<file path="config.mk">
export PLATFORM = sky130hd
export DESIGN_NAME = additive_oscillator_with_vibrato_top_flat
export DESIGN_NICKNAME = d
export VERILOG_FILES = /design/src/hw/rtl/aosc_pkg.sv /design/src/hw/rtl/aosc_in_if.sv /design/src/hw/rtl/aosc_out_if.sv /design/src/hw/rtl/aosc_mul.sv /design/src/hw/rtl/aosc_div.sv /design/src/hw/rtl/additive_oscillator_with_vibrato_top.sv /design/src/flat_wrapper.sv
export SDC_FILE = /design/constraint.sdc
export NUM_CORES = 2
export LEC_CHECK = 0
export BUFFER_PORTS_ARGS = -buffer_cell sky130_fd_sc_hd__clkbuf_2
export CORE_MARGIN = 1
export CORE_UTILIZATION = 55
export DETAILED_ROUTE_END_ITERATION = 8
export PLACE_DENSITY = 0.71
export SYNTH_ARGS = -nofsm -noshare
export SYNTH_HDL_FRONTEND = slang
export SYNTH_SLANG_ARGS = --single-unit
</file>
<file path="constraint.sdc">
create_clock -name clk -period 13.4 [get_ports clk]
set_input_delay 0.67 -clock clk [delete_from_list [all_inputs] [get_ports clk]]
set_output_delay 0.67 -clock clk [all_outputs]
set_load 0.005 [all_outputs]
</file>
<file path="src/hw/rtl/aosc_pkg.sv">
// Package for the additive oscillator: widths, register indexes, reset values,
// sine polynomial constants and the divider request and response types.
// No dependencies; the multiplier, the divider and the top import it.
package aosc_pkg;

  // Harmonic limit and sine resolution.
  localparam int MAX_HARMONICS   = 8;
  localparam int SINE_TABLE_BITS = 10;
  localparam logic [15:0] SINE_MASK = 16'(16'hFFFF << (16 - SINE_TABLE_BITS));

  // Sine polynomial constants, all Q-scaled as in the fixed-point evaluation.
  localparam logic [14:0] SIN_C1      = 15'd1193;
  localparam logic [14:0] SIN_C2      = 15'd10538;
  localparam logic [14:0] SIN_C3      = 15'd25729;
  localparam logic [14:0] SIN_MAG_MAX = 15'h7FFF;
  localparam logic [14:0] QUARTER     = 15'd16384;

  // Shared multiplier: unsigned 30 x 15 bits.
  localparam int MUL_A_W = 30;
  localparam int MUL_B_W = 15;
  localparam int MUL_P_W = MUL_A_W + MUL_B_W;

  // Serial divider for the harmonic scaling by 1/k.
  localparam int DIV_W     = 38;
  localparam int DIV_D_W   = 4;
  localparam int DIV_CNT_W = $clog2(DIV_W + 1);

  // Harmonic counter and accumulators.
  localparam int HC_W       = 4;
  localparam int HK_W       = $clog2(MAX_HARMONICS + 2);
  localparam int LIM_W      = 35;
  localparam int SUM_W      = 41;
  localparam int FRAC_SHIFT = 22;

  // Configuration port.
  localparam int CFG_INDEX_W = 3;
  localparam int CFG_DATA_W  = 64;

  localparam logic [CFG_INDEX_W-1:0] REG_FREQ_STEP        = 3'd0;
  localparam logic [CFG_INDEX_W-1:0] REG_AMPLITUDE        = 3'd1;
  localparam logic [CFG_INDEX_W-1:0] REG_VIB_ENABLE       = 3'd2;
  localparam logic [CFG_INDEX_W-1:0] REG_VIB_DEPTH_STEP   = 3'd3;
  localparam logic [CFG_INDEX_W-1:0] REG_VIB_RATE_STEP    = 3'd4;
  localparam logic [CFG_INDEX_W-1:0] REG_HARMONIC_COUNT   = 3'd5;
  localparam logic [CFG_INDEX_W-1:0] REG_HARMONIC_WEIGHTS = 3'd6;

  localparam logic [30:0] FREQ_STEP_RESET = 31'd39370534;
  localparam logic [14:0] AMPLITUDE_RESET = 15'd3277;

  // Divider handshake between the sequencer and the divider.
  typedef struct packed {
    logic               start;
    logic [DIV_W-1:0]   dividend;
    logic [DIV_D_W-1:0] divisor;
  } div_req_t;

  typedef struct packed {
    logic             done;
    logic [DIV_W-1:0] quotient;
  } div_rsp_t;

endpackage

</file>
<file path="src/hw/rtl/aosc_in_if.sv">
// Input channel of the additive oscillator: one beat per sample tick.
// Depends on nothing.
interface aosc_in_if;
  logic valid;
  logic ready;
  logic restart;

  modport source (output valid, output restart, input ready);
  modport sink (input valid, input restart, output ready);
endinterface

</file>
<file path="src/hw/rtl/aosc_out_if.sv">
// Output channel of the additive oscillator: one beat per audio sample.
// Depends on nothing.
interface aosc_out_if;
  logic              valid;
  logic              ready;
  logic signed [15:0] sample;

  modport source (output valid, output sample, input ready);
  modport sink (input valid, input sample, output ready);
endinterface

</file>
<file path="src/hw/rtl/aosc_mul.sv">
// Shared multiplier of the oscillator: unsigned product with a registered output.
// Depends on aosc_pkg.
module aosc_mul (
  input  logic                         clk,
  input  logic [aosc_pkg::MUL_A_W-1:0] a,
  input  logic [aosc_pkg::MUL_B_W-1:0] b,
  output logic [aosc_pkg::MUL_P_W-1:0] p
);
  import aosc_pkg::*;

  // One product per cycle, available in the cycle after the operands.
  always_ff @(posedge clk) begin
    p <= MUL_P_W'(a) * MUL_P_W'(b);
  end

endmodule

</file>
<file path="src/hw/rtl/aosc_div.sv">
// Restoring serial divider: one quotient bit a cycle, small unsigned divisor.
// Depends on aosc_pkg.
module aosc_div (
  input  logic               clk,
  input  logic               rst,
  input  aosc_pkg::div_req_t req,
  output aosc_pkg::div_rsp_t rsp
);
  import aosc_pkg::*;

  logic [DIV_W-1:0]     quo;
  logic [DIV_D_W-1:0]   rem;
  logic [DIV_D_W-1:0]   dvs;
  logic [DIV_CNT_W-1:0] cnt;
  logic                 busy;
  logic                 done;
  logic [DIV_D_W:0]     trial;
  logic [DIV_D_W:0]     diff;
  logic                 fits;

  // Trial subtraction of the divisor from the partial remainder.
  always_comb begin
    trial = {rem, quo[DIV_W-1]};
    diff  = trial - {1'b0, dvs};
    fits  = (trial >= {1'b0, dvs});
  end

  // Iteration count and completion flag.
  always_ff @(posedge clk) begin
    if (rst) begin
      busy <= 1'b0;
      done <= 1'b0;
      cnt  <= '0;
    end else begin
      done <= 1'b0;
      if (req.start) begin
        busy <= 1'b1;
        cnt  <= DIV_CNT_W'(DIV_W);
      end else if (busy) begin
        cnt <= cnt - 1'b1;
        if (cnt == DIV_CNT_W'(1)) begin
          busy <= 1'b0;
          done <= 1'b1;
        end
      end
    end
  end

  // Dividend shifts out at the top while quotient bits shift in below.
  always_ff @(posedge clk) begin
    if (req.start) begin
      quo <= req.dividend;
      rem <= '0;
      dvs <= req.divisor;
    end else if (busy) begin
      quo <= {quo[DIV_W-2:0], fits};
      rem <= fits ? diff[DIV_D_W-1:0] : trial[DIV_D_W-1:0];
    end
  end

  assign rsp.done     = done;
  assign rsp.quotient = quo;

endmodule

</file>
<file path="src/hw/rtl/additive_oscillator_with_vibrato_top.sv">
// Additive oscillator with vibrato: fundamental plus up to eight harmonics, one sample a tick.
// Each harmonic costs a check, a 4-multiply sine, two more multiplies and a divide that runs 38
// iterations; vibrato, when on, adds a sine and a multiply for the fundamental's phase step.
// One tick is in flight at a time: a new tick is taken only after the previous sample is
// loaded into the output register. Synchronous reset loads the register defaults and clears
// all three phases.
module additive_oscillator_with_vibrato_top (
  input  logic                                clk,
  input  logic                                rst,
  input  logic                                cfg_write_en,
  input  logic [aosc_pkg::CFG_INDEX_W-1:0]    cfg_index,
  input  logic [aosc_pkg::CFG_DATA_W-1:0]     cfg_data,
  aosc_in_if.sink                             tick,
  aosc_out_if.source                          audio
);
  import aosc_pkg::*;

  localparam logic [3:0] ST_IDLE    = 4'd0;
  localparam logic [3:0] ST_START   = 4'd1;
  localparam logic [3:0] ST_SIN0    = 4'd2;
  localparam logic [3:0] ST_SIN1    = 4'd3;
  localparam logic [3:0] ST_SIN2    = 4'd4;
  localparam logic [3:0] ST_SIN3    = 4'd5;
  localparam logic [3:0] ST_F_AMP   = 4'd6;
  localparam logic [3:0] ST_F_ACC   = 4'd7;
  localparam logic [3:0] ST_H_CHECK = 4'd8;
  localparam logic [3:0] ST_H_W     = 4'd9;
  localparam logic [3:0] ST_H_P     = 4'd10;
  localparam logic [3:0] ST_H_DIV   = 4'd11;
  localparam logic [3:0] ST_H_WAIT  = 4'd12;
  localparam logic [3:0] ST_V_MUL   = 4'd13;
  localparam logic [3:0] ST_V_ADD   = 4'd14;
  localparam logic [3:0] ST_DONE    = 4'd15;

  // Configuration registers.
  logic [30:0] freq_step;
  logic [14:0] amplitude;
  logic        vib_enable;
  logic [29:0] vib_depth_step;
  logic [30:0] vib_rate_step;
  logic [HC_W-1:0] harmonic_count;
  logic [63:0] harmonic_weights;

  // Oscillator state and sequencer.
  logic [31:0] fund_phase;
  logic [31:0] harm_phase;
  logic [31:0] vib_phase;
  logic [3:0]  state;
  logic [3:0]  ret_state;
  logic [HK_W-1:0] harm_k;
  logic        audio_valid;

  // Datapath registers.
  logic [14:0] sin_x;
  logic        sin_neg;
  logic [14:0] z2;
  logic [14:0] mag;
  logic        term_neg;
  logic [SUM_W-1:0] acc;
  logic [31:0] harm_ph;
  logic [LIM_W-1:0] harm_lim;
  logic [15:0] result;

  // Combinational signals.
  logic [MUL_A_W-1:0] mul_a;
  logic [MUL_B_W-1:0] mul_b;
  logic [MUL_P_W-1:0] prod;
  logic [15:0] sin_mt;
  logic [14:0] sin_mag;
  logic [HC_W-1:0] count_eff;
  logic [HK_W-1:0] k_m1;
  logic [7:0]  w_sel;
  logic        harm_go;
  logic [SUM_W-1:0] fund_term;
  logic [SUM_W-1:0] harm_term;
  logic [30:0] dev_mag;
  logic [31:0] vib_step;
  logic [SUM_W-FRAC_SHIFT-1:0] res;
  logic [15:0] res_sat;
  logic        out_load;
  div_req_t    div_req;
  div_rsp_t    div_rsp;

  // Sine argument: quadrant sign and folded offset within the quarter wave.
  function automatic logic [15:0] sine_arg(input logic [31:0] ph);
    logic [15:0] u;
    logic [14:0] x;
    u = ph[31:16] & SINE_MASK;
    x = {1'b0, u[13:0]};
    if (u[14]) begin
      x = QUARTER - x;
    end
    return {u[15], x};
  endfunction

  aosc_mul u_mul (
    .clk (clk),
    .a   (mul_a),
    .b   (mul_b),
    .p   (prod)
  );

  aosc_div u_div (
    .clk (clk),
    .rst (rst),
    .req (div_req),
    .rsp (div_rsp)
  );

  // Register writes from the configuration port; unknown indexes are dropped.
  always_ff @(posedge clk) begin
    if (rst) begin
      freq_step        <= FREQ_STEP_RESET;
      amplitude        <= AMPLITUDE_RESET;
      vib_enable       <= 1'b0;
      vib_depth_step   <= '0;
      vib_rate_step    <= '0;
      harmonic_count   <= '0;
      harmonic_weights <= '0;
    end else if (cfg_write_en) begin
      case (cfg_index)
        REG_FREQ_STEP:        freq_step        <= cfg_data[30:0];
        REG_AMPLITUDE:        amplitude        <= cfg_data[14:0];
        REG_VIB_ENABLE:       vib_enable       <= cfg_data[0];
        REG_VIB_DEPTH_STEP:   vib_depth_step   <= cfg_data[29:0];
        REG_VIB_RATE_STEP:    vib_rate_step    <= cfg_data[30:0];
        REG_HARMONIC_COUNT:   harmonic_count   <= cfg_data[HC_W-1:0];
        REG_HARMONIC_WEIGHTS: harmonic_weights <= cfg_data;
        default: ;
      endcase
    end
  end

  // Harmonic selection, sine magnitude and the arithmetic around the multiplier.
  always_comb begin
    count_eff = (harmonic_count > HC_W'(MAX_HARMONICS)) ? HC_W'(MAX_HARMONICS)
                                                        : harmonic_count;
    k_m1      = harm_k - 1'b1;
    w_sel     = 8'(harmonic_weights >> {k_m1, 3'b000});
    harm_go   = (harm_k != '0) && ((HC_W + HK_W)'(harm_k) <= (HC_W + HK_W)'(count_eff))
                && (harm_lim[LIM_W-1:31] == '0);
    sin_mt    = prod[28:13];
    sin_mag   = sin_mt[15] ? SIN_MAG_MAX : sin_mt[14:0];
    fund_term = SUM_W'(prod[29:0]) << 7;
    harm_term = SUM_W'(div_rsp.quotient);
    dev_mag   = term_neg ? 31'((prod + MUL_P_W'(32767)) >> 15) : 31'(prod >> 15);
    vib_step  = term_neg ? ({1'b0, freq_step} - {1'b0, dev_mag})
                         : ({1'b0, freq_step} + {1'b0, dev_mag});
    res       = acc[SUM_W-1:FRAC_SHIFT];
    if (res[SUM_W-FRAC_SHIFT-1:15] == '0 || res[SUM_W-FRAC_SHIFT-1:15] == '1) begin
      res_sat = res[15:0];
    end else begin
      res_sat = res[SUM_W-FRAC_SHIFT-1] ? 16'h8000 : 16'h7FFF;
    end
    out_load  = (state == ST_DONE) && (!audio_valid || audio.ready);
  end

  // Operand selection for the shared multiplier.
  always_comb begin
    mul_a = '0;
    mul_b = '0;
    case (state)
      ST_SIN0: begin
        mul_a = MUL_A_W'(sin_x);
        mul_b = sin_x;
      end
      ST_SIN1: begin
        mul_a = MUL_A_W'(SIN_C1);
        mul_b = prod[28:14];
      end
      ST_SIN2: begin
        mul_a = MUL_A_W'(SIN_C2 - prod[28:14]);
        mul_b = z2;
      end
      ST_SIN3: begin
        mul_a = MUL_A_W'(SIN_C3 - prod[28:14]);
        mul_b = sin_x;
      end
      ST_F_AMP: begin
        mul_a = MUL_A_W'(amplitude);
        mul_b = sin_mag;
      end
      ST_H_W: begin
        mul_a = MUL_A_W'(w_sel);
        mul_b = amplitude;
      end
      ST_H_P: begin
        mul_a = MUL_A_W'(prod[22:0]);
        mul_b = mag;
      end
      ST_V_MUL: begin
        mul_a = vib_depth_step;
        mul_b = sin_mag;
      end
      default: ;
    endcase
  end

  // Divider request for the harmonic scaling by 1/k.
  always_comb begin
    div_req.start    = (state == ST_H_DIV);
    div_req.dividend = prod[DIV_W-1:0];
    div_req.divisor  = DIV_D_W'(harm_k);
  end

  // Sequencer, phase accumulators and output beat control.
  always_ff @(posedge clk) begin
    if (rst) begin
      state       <= ST_IDLE;
      ret_state   <= ST_IDLE;
      harm_k      <= '0;
      fund_phase  <= '0;
      harm_phase  <= '0;
      vib_phase   <= '0;
      audio_valid <= 1'b0;
    end else begin
      if (out_load) begin
        audio_valid <= 1'b1;
      end else if (audio.ready) begin
        audio_valid <= 1'b0;
      end
      case (state)
        ST_IDLE: begin
          if (tick.valid) begin
            if (tick.restart) begin
              fund_phase <= '0;
              harm_phase <= '0;
              vib_phase  <= '0;
            end
            state <= ST_START;
          end
        end
        ST_START: begin
          ret_state <= ST_F_AMP;
          state     <= ST_SIN0;
        end
        ST_SIN0:  state <= ST_SIN1;
        ST_SIN1:  state <= ST_SIN2;
        ST_SIN2:  state <= ST_SIN3;
        ST_SIN3:  state <= ret_state;
        ST_F_AMP: state <= ST_F_ACC;
        ST_F_ACC: begin
          harm_k <= HK_W'(1);
          state  <= ST_H_CHECK;
        end
        ST_H_CHECK: begin
          if (harm_go) begin
            ret_state <= ST_H_W;
            state     <= ST_SIN0;
          end else if (vib_enable) begin
            ret_state <= ST_V_MUL;
            state     <= ST_SIN0;
          end else begin
            fund_phase <= fund_phase + {1'b0, freq_step};
            harm_phase <= harm_phase + {1'b0, freq_step};
            state      <= ST_DONE;
          end
        end
        ST_H_W:   state <= ST_H_P;
        ST_H_P:   state <= ST_H_DIV;
        ST_H_DIV: state <= ST_H_WAIT;
        ST_H_WAIT: begin
          if (div_rsp.done) begin
            harm_k <= harm_k + 1'b1;
            state  <= ST_H_CHECK;
          end
        end
        ST_V_MUL: state <= ST_V_ADD;
        ST_V_ADD: begin
          fund_phase <= fund_phase + vib_step;
          harm_phase <= harm_phase + {1'b0, freq_step};
          vib_phase  <= vib_phase + {1'b0, vib_rate_step};
          state      <= ST_DONE;
        end
        ST_DONE: begin
          if (out_load) begin
            state <= ST_IDLE;
          end
        end
        default: state <= ST_IDLE;
      endcase
    end
  end

  // Datapath registers: sine operands, harmonic phase and limit, the sum and the sample.
  always_ff @(posedge clk) begin
    case (state)
      ST_START: begin
        {sin_neg, sin_x} <= sine_arg(fund_phase);
      end
      ST_SIN1: begin
        z2 <= prod[28:14];
      end
      ST_F_AMP: begin
        term_neg <= sin_neg;
      end
      ST_F_ACC: begin
        acc      <= term_neg ? ('0 - fund_term) : fund_term;
        harm_ph  <= harm_phase;
        harm_lim <= LIM_W'(freq_step);
      end
      ST_H_CHECK: begin
        if (harm_go) begin
          {sin_neg, sin_x} <= sine_arg(harm_ph);
        end else begin
          {sin_neg, sin_x} <= sine_arg(vib_phase);
        end
      end
      ST_H_W: begin
        mag      <= sin_mag;
        term_neg <= sin_neg;
      end
      ST_H_WAIT: begin
        if (div_rsp.done) begin
          acc      <= term_neg ? (acc - harm_term) : (acc + harm_term);
          harm_ph  <= harm_ph + harm_phase;
          harm_lim <= harm_lim + LIM_W'(freq_step);
        end
      end
      ST_V_MUL: begin
        term_neg <= sin_neg;
      end
      default: ;
    endcase
    if (out_load) begin
      result <= res_sat;
    end
  end

  assign tick.ready   = (state == ST_IDLE);
  assign audio.valid  = audio_valid;
  assign audio.sample = result;

  // The divider only finishes while the sequencer waits for it.
  a_div_done_in_wait: assert property (@(posedge clk) disable iff (rst)
    div_rsp.done |-> state == ST_H_WAIT)
    else $error("divider finished outside the harmonic wait");

  // A harmonic is only evaluated within the count and below Nyquist.
  a_harm_in_range: assert property (@(posedge clk) disable iff (rst)
    state == ST_H_W |-> harm_k != '0 && harm_lim[LIM_W-1:31] == '0
      && (HC_W + HK_W)'(harm_k) <= (HC_W + HK_W)'(count_eff))
    else $error("harmonic evaluated outside its allowed range");

  // An accepted tick always starts the fundamental.
  a_tick_starts: assert property (@(posedge clk) disable iff (rst)
    tick.valid && tick.ready |=> state == ST_START)
    else $error("accepted tick did not start the sequence");

  // A finished sample waits while the previous one is still held downstream.
  a_done_holds: assert property (@(posedge clk) disable iff (rst)
    state == ST_DONE && audio.valid && !audio.ready |=> state == ST_DONE)
    else $error("sample overwritten while the output was stalled");

endmodule
</file>
<file path="src/flat_wrapper.sv">
// flat-port wrapper written by rule: the top's interface ports become plain ports
module additive_oscillator_with_vibrato_top_flat import aosc_pkg::*;
  (clk, rst, cfg_write_en, cfg_index, cfg_data, tick_valid, tick_restart, tick_ready, audio_valid, audio_sample, audio_ready);
  aosc_in_if tick_i ();
  aosc_out_if audio_i ();
  input  logic clk;
  input  logic rst;
  input  logic cfg_write_en;
  input  logic [aosc_pkg::CFG_INDEX_W-1:0] cfg_index;
  input  logic [aosc_pkg::CFG_DATA_W-1:0] cfg_data;
  input wire logic [$bits(tick_i.valid)-1:0] tick_valid;
  input wire logic [$bits(tick_i.restart)-1:0] tick_restart;
  output wire logic [$bits(tick_i.ready)-1:0] tick_ready;
  output wire logic [$bits(audio_i.valid)-1:0] audio_valid;
  output wire logic [$bits(audio_i.sample)-1:0] audio_sample;
  input wire logic [$bits(audio_i.ready)-1:0] audio_ready;
  assign tick_i.valid = tick_valid;
  assign tick_i.restart = tick_restart;
  assign tick_ready = tick_i.ready;
  assign audio_valid = audio_i.valid;
  assign audio_sample = audio_i.sample;
  assign audio_i.ready = audio_ready;
  additive_oscillator_with_vibrato_top u_core (.clk(clk), .rst(rst), .cfg_write_en(cfg_write_en), .cfg_index(cfg_index), .cfg_data(cfg_data), .tick(tick_i), .audio(audio_i));
endmodule
</file>
Word level (Yosys, flattened, before mapping)
Index checks and enable logic that the tools add are counted.
{"block": "totals", "register_bits": 555, "output_inout_bits": 18, "wordCells": 176}
{"block": "op_classes", "shift": 1, "reduce_logical": 34, "multipliers": 1, "bitwise_logic": 1, "add_sub_neg": 21, "n_lt_le_gt_ge": 3, "muxes": 54, "eq_ne": 30}
{"cell": "two-way mux 32 bit", "count": 8}
{"cell": "case mux 30 bit (8 select lines)", "count": 1}
{"cell": "case mux 32 bit (3 select lines)", "count": 2}
{"cell": "case mux 32 bit (2 select lines)", "count": 2}
{"cell": "two-way mux 41 bit", "count": 3}
{"cell": "adder 32 x 31 -> 32 bit", "count": 3}
{"cell": "case mux 15 bit (6 select lines)", "count": 1}
{"cell": "case mux 41 bit (2 select lines)", "count": 1}
{"cell": "two-way mux 38 bit", "count": 2}
{"cell": "two-way mux 15 bit", "count": 5}
{"cell": "case mux 35 bit (2 select lines)", "count": 1}
{"cell": "adder 32 bit", "count": 2}
{"cell": "case mux 4 bit (16 select lines)", "count": 1}
{"cell": "right shift 64 x 7 -> 8 bit", "count": 1}
{"cell": "adder 45 x 15 -> 45 bit, second input constant", "count": 1}
{"cell": "multiplier 30 x 15 -> 45 bit", "count": 1}
{"cell": "subtractor 15 x 14 -> 15 bit, first input constant", "count": 3}
{"cell": "adder 41 x 38 -> 41 bit", "count": 1}
{"cell": "subtractor 41 x 38 -> 41 bit", "count": 1}
{"cell": "two-way mux 4 bit", "count": 10}
{"cell": "subtractor 1 x 37 -> 38 bit, first input constant", "count": 1}
{"cell": "equality test 4 bit, second input constant", "count": 9}
{"cell": "adder 35 x 31 -> 35 bit", "count": 1}
{"cell": "two-way mux 35 bit", "count": 1}
{"cell": "other kinds (42)", "count": 83}

Longest topological paths before layout
{"block": "depth", "word_depth": 7, "mapped_depth": 39}

Cells and area by module
A second synthesis with hierarchy kept.
{"block": "unflattened", "cells_unflattened": 5950, "area_unflattened_um2": 50800.0}
{"mod": "additive_oscillator_with_vibrato_top", "cells_per_inst": 4070, "seq_area_each_um2": 10640.2, "n_inst": 1, "area_each_um2": 32929.1}
{"mod": "aosc_mul", "cells_per_inst": 1714, "seq_area_each_um2": 900.9, "n_inst": 1, "area_each_um2": 15449.8}
{"mod": "aosc_div", "cells_per_inst": 166, "seq_area_each_um2": 1501.4, "n_inst": 1, "area_each_um2": 2421.1}

Least setup slack after synthesis
OpenSTA, ideal clock, no wires.
{"block": "synth_timing", "path_type": "register to register", "startpoint": "register u_core.harm_k[0]", "endpoint": "register u_core.u_mul.p[42] in the netlist's numbering", "path_buffers": 4, "setup_ns": 0.120, "arrival_time_ns": 9.087, "slack_ns": 4.193, "synth_period_minus_slack_ns": 9.207, "required_ns": 13.280, "path_stages_with_launch": 31, "cell_sequence": "dfxtp_1 buf_1 clkbuf_1 inv_1 ha_1 clkbuf_1 mux4_2 mux2_2 a221oi_1 o21ai_0 clkbuf_1 nand2_1 fa_1 fa_1 inv_1 fa_1 fa_1 fa_1 inv_1 fa_1 inv_1 ha_1 a21oi_1 o21ai_0 a221oi_1 a211oi_1 o31a_1 a311o_1 a41oi_1 a21oi_1 a211o_1"}
{"block": "synth_between", "elab_chain_len": 4}
{"item": "from (decl)", "line_no": "additive_oscillator_with_vibrato_top.sv:50", "text": "logic [HK_W-1:0] harm_k;"}
{"item": "from (signal assigned)", "line_no": "additive_oscillator_with_vibrato_top.sv:264", "text": "harm_k <= harm_k + 1'b1;"}
{"item": "subtractor 4 x 1 -> 4 bit", "line_no": "additive_oscillator_with_vibrato_top.sv:138", "text": "k_m1 = harm_k - 1'b1;"}
{"item": "right shift 64 x 7 -> 8 bit", "line_no": "additive_oscillator_with_vibrato_top.sv:139", "text": "w_sel = 8'(harmonic_weights >> {k_m1, 3'b000});"}
{"item": "case mux 30 bit (8 select lines)", "line_no": "additive_oscillator_with_vibrato_top.sv:162", "text": "case (state)"}
{"item": "multiplier 30 x 15 -> 45 bit", "line_no": "aosc_mul.sv:13", "text": "p <= MUL_P_W'(a) * MUL_P_W'(b);"}
{"item": "to (signal assigned)", "line_no": "aosc_mul.sv:13"}
{"item": "to (decl)", "line_no": "aosc_mul.sv:7", "text": "output logic [aosc_pkg::MUL_P_W-1:0] p"}
Every way passes these cells.
A chain may end at the register's enable or synchronous reset.

Worst setup path after layout
{"block": "layout_timing", "startpoint": "register u_core.u_mul.p[16] in the netlist's numbering", "endpoint": "register u_core.u_mul.p[41] in the netlist's numbering"}
{"block": "layout_between", "elab_chain_len": 3}
{"item": "subtractor 15 x 15 -> 16 bit, or another cell as far along", "line_no": "additive_oscillator_with_vibrato_top.sv:176", "text": "mul_a = MUL_A_W'(SIN_C3 - prod[28:14]);"}
{"item": "case mux 30 bit (8 select lines) / case mux 15 bit (6 select lines) (equally long branches)", "line_no": "additive_oscillator_with_vibrato_top.sv:162"}
{"item": "multiplier 30 x 15 -> 45 bit *", "line_no": "aosc_mul.sv:13"}
Mark *: on every way between the ends. The rest lies on a longest branch, timed or not.

==> flow_metrics.env <==
export IMPL_wirelength_um=144000
export IMPL_cellLeakagePower_nw=23.3
export IMPL_cap_violations=0
export IMPL_fin_util=0.596
export IMPL_vias_per_cell=6.03
export IMPL_placed_cells=7014
export IMPL_port_buffers=90
export IMPL_synth_cell_types=90
export IMPL_path_clk_slew_ns=0.07
export IMPL_synth_commonest_cells="nand2_1 (1132), inv_1 (478), a21oi_1 (468)"
export IMPL_hp_class="in -> reg"
export IMPL_rrSetupSlack_ns=2.94
export IMPL_yosys_register_bits=548
export IMPL_yosysTopAreaCell="fa_1"
export IMPL_postCtsHoldBufs=0
export IMPL_grt_remaining_overflow=0
export IMPL_start_util=0.555
export IMPL_required_ns=13.95
export IMPL_max_slew_margin=0.192
export IMPL_synthSimpleGateAreaFrac=0.187
export IMPL_whs_ns=0.260
export IMPL_yosysWarnings=0
export IMPL_synthCells=5971
export IMPL_syn_mean_instance_area_um2=8.36
export IMPL_post_route_period_util=0.780
export IMPL_numCtsBuffers=67
export IMPL_fin_tns_setup_ns=0
export IMPL_crit_type="reg -> reg"
export IMPL_critPathLaunchType="flip-flop"
export IMPL_ant_nets=0
export IMPL_routabilityCongestion=0.947
export IMPL_cp_slowest_cell="dfxtp_1"
export IMPL_synth_ff_type="dfxtp_1"
export IMPL_crit_fanout=21
export IMPL_cts_tree="done"
export IMPL_grt_pass1_wl_um=226000
export IMPL_synth_async_reset_ratio=0
export IMPL_antenna_found_initial=2
export IMPL_max_vdd_ir_drop_uv=87.6
export IMPL_ff2ff_path_depth=34
export IMPL_critPathBufInv=5
export IMPL_cts_root_buf="clkbuf_16"
export IMPL_dp_slack_ns=3.16
export IMPL_setup_viol=0
export IMPL_final_max_slew_viol_count=0
export IMPL_wl_per_cell_um=20.1
export IMPL_p_per_area_nw_per_um2=86.4
export IMPL_worst_path_stages=34
export IMPL_synthAdderAreaFrac=0.238
export IMPL_rsz0062_at_grt="no"
export IMPL_status="finished clean"
export IMPL_path_common_cell="fa_1"
export IMPL_crit_path_end="u_core.u_mul.p[41]"
export IMPL_clock_latency_ns=0.62
export IMPL_cp_top_family="compound AO/OA/AOI/OAI gates"
export IMPL_grt_total_usage=0.313
export IMPL_final_area_um2=53600
export IMPL_grt_pass1_vias=40600
export IMPL_die_height_um=303
export IMPL_place_area_um2=51400
export IMPL_slowest_delay_ns=0.76
export IMPL_drive_above_1_share=0.0617
export IMPL_endpoint_kind="flip-flop"
export IMPL_synth_top_area_frac=0.148
export IMPL_finalHoldViolCount=0
export IMPL_clock_sinks=548
export IMPL_initialDrtViolationCount=3926
export IMPL_finalWorstSetupSlack_ns=2.94
export IMPL_htree_levels=3
export IMPL_post_cts_setup_buffers=0
export IMPL_yosysSeqAreaShare=0.261
export IMPL_finalNonFillerCells=7138
export IMPL_synth_area_top_cells="fa_1 (15%), dfxtp_1 (14%), edfxtp_1 (12%)"
export IMPL_cp_startpoint="u_core.u_mul.p[16]"
export IMPL_cp_arrival_ns=11.01
export IMPL_synthMuxAreaShare=0.0127
export IMPL_grt_max_degree=105
export IMPL_io_pins=91
export IMPL_drc=0
export IMPL_yosys_area_share_xor_xnor=0.0661
export IMPL_synth_net_count=6773
export IMPL_dieWidth_um=303
export IMPL_synth_compound_area_share=0.176
export IMPL_syn_area_um2=49900
export IMPL_core_um2=90000
export IMPL_min_period_ns=10.46
export IMPL_dieArea_um2=92000
export IMPL_clk_path_buf_depth=3
export IMPL_syn_to_final_growth_pct=7.42
export IMPL_fmax_ghz=0.0956
export IMPL_final_nets=6709
export IMPL_place_hpwl_um=108000
export IMPL_vias=43100
export IMPL_synth_most_common_cell="nand2_1"
export IMPL_cts_resized=0
export IMPL_synth_top_family_by_area="adder cells"
export IMPL_worstMarginPinSlew_ns=1.21
export IMPL_total_power_mw=4.63
export IMPL_rr_endpoint="u_core.u_mul.p[41]"
export IMPL_fillers=8090
export IMPL_synth_edf_count=207
export IMPL_skew_ns=0.0158
export IMPL_drtPass1Iterations=7
export IMPL_rows=110
export IMPL_crit_reg2reg_launch="u_core.u_mul.p[16]"
## cells by family after synthesis
| group | after synthesis |
|---|---|
| buffers and inverters | 774 |
| muxes | 42 |
| xor gates and xnor gates | 377 |
| adders and majority gates | 729 |
| and+or+nand+nor | 2086 |
| DFF | 548 |
| AOI/OAI and AO/OA | 1415 |
## tightest hold or removal path, cell delays in order
cell and delay, ns:
clkbuf_2 0.08, nand2_1 0.04, a21oi_1 0.05
## where the power goes
| part | switching (mW) | internal (mW) | total [mW] |
|---|---|---|---|
| combinational | 0.618 | 0.352 | 0.970 |
| sequential | 0.0400 | 1.76 | 1.80 |
| clock | 0.795 | 1.07 | 1.87 |
## layer usage
| layer | share of wire | routed length, um | vias up | track usage |
|---|---|---|---|---|
| met5 | 0.000091 | 13 | - | 0 |
| met4 | 0.038 | 5490 | 2 | 0.114 |
| met2 | 0.44 | 63900 | 1679 | 0.487 |
| met3 | 0.086 | 12400 | 282 | 0.0497 |
| li1 | - | - | 20300 | - |
| met1 | 0.43 | 61900 | 20700 | 0.440 |
## placed cells by master, fill, tap and decap left out, types with 61 or more instances in the layout
| master | count |
|---|---|
| fa_1 | 370 |
| clkbuf_2 | 89 |
| o21ai_0 | 319 |
| edfxtp_1 | 207 |
| buf_4 | 70 |
| dfxtp_1 | 341 |
| nand3_1 | 79 |
| a22oi_1 | 119 |
| a21oi_1 | 466 |
| a21o_1 | 129 |
| nor3_1 | 76 |
| nand2_1 | 1131 |
| inv_1 | 478 |
| ha_1 | 359 |
| xnor2_1 | 247 |
| xor2_1 | 130 |
| a31oi_1 | 61 |
| nand2b_1 | 63 |
| clkbuf_16 | 68 |
| nor2_1 | 346 |
| and2_1 | 83 |
## how the worst min path moves through the flow
| stage | start | to | slack, ns | cells after the start |
|---|---|---|---|---|
| after global routing | cfg_data[34] | u_core.harmonic_weights[34] | 0.25 | 3 |
| after global placement | u_core.harmonic_weights[5] | u_core.harmonic_weights[5] | 0.44 | 2 |
| final | cfg_data[43] | u_core.harmonic_weights[43] | 0.26 | 3 |
| after CTS | cfg_data[43] | u_core.harmonic_weights[43] | 0.23 | 3 |
| after detailed placement | u_core.harmonic_weights[5] | u_core.harmonic_weights[5] | 0.44 | 2 |
| after floorplan | u_core.sin_neg | u_core.term_neg | 0.40 | 0 |
## final cells by class
type | count | area, um2 | share of cell area
Multi-Input combinational cell | 4649 | 34100 | 0.635
Sequential cell | 548 | 13000 | 0.243
Clock buffer | 86 | 1850 | 0.0345
Inverter | 480 | 1800 | 0.0336
Tap cell | 1176 | 1470 | 0.0274
Timing Repair Buffer | 161 | 1000 | 0.0187
Clock inverter | 37 | 393 | 0.00732
Antenna cell | 1 | 2.50 | 0.0000467
## state kept, by name, indices dropped and copies added, names as in the netlist, 6 cells and up
signal / flops
u_core.audio.sample: 16
u_core.freq_step: 31
u_core.u_div.quo: 38
u_core.acc: 41
u_core.u_div.cnt: 6
u_core.z2: 15
u_core.vib_depth_step: 30
u_core.harm_lim: 35
u_core.vib_phase: 32
u_core.fund_phase: 32
u_core.mag: 15
u_core.harm_ph: 32
u_core.vib_rate_step: 31
u_core.sin_x: 9
u_core.u_mul.p: 45
u_core.harmonic_weights: 64
u_core.amplitude: 15
u_core.harm_phase: 32
No activity file was read; power rests on OpenSTA's default activity.
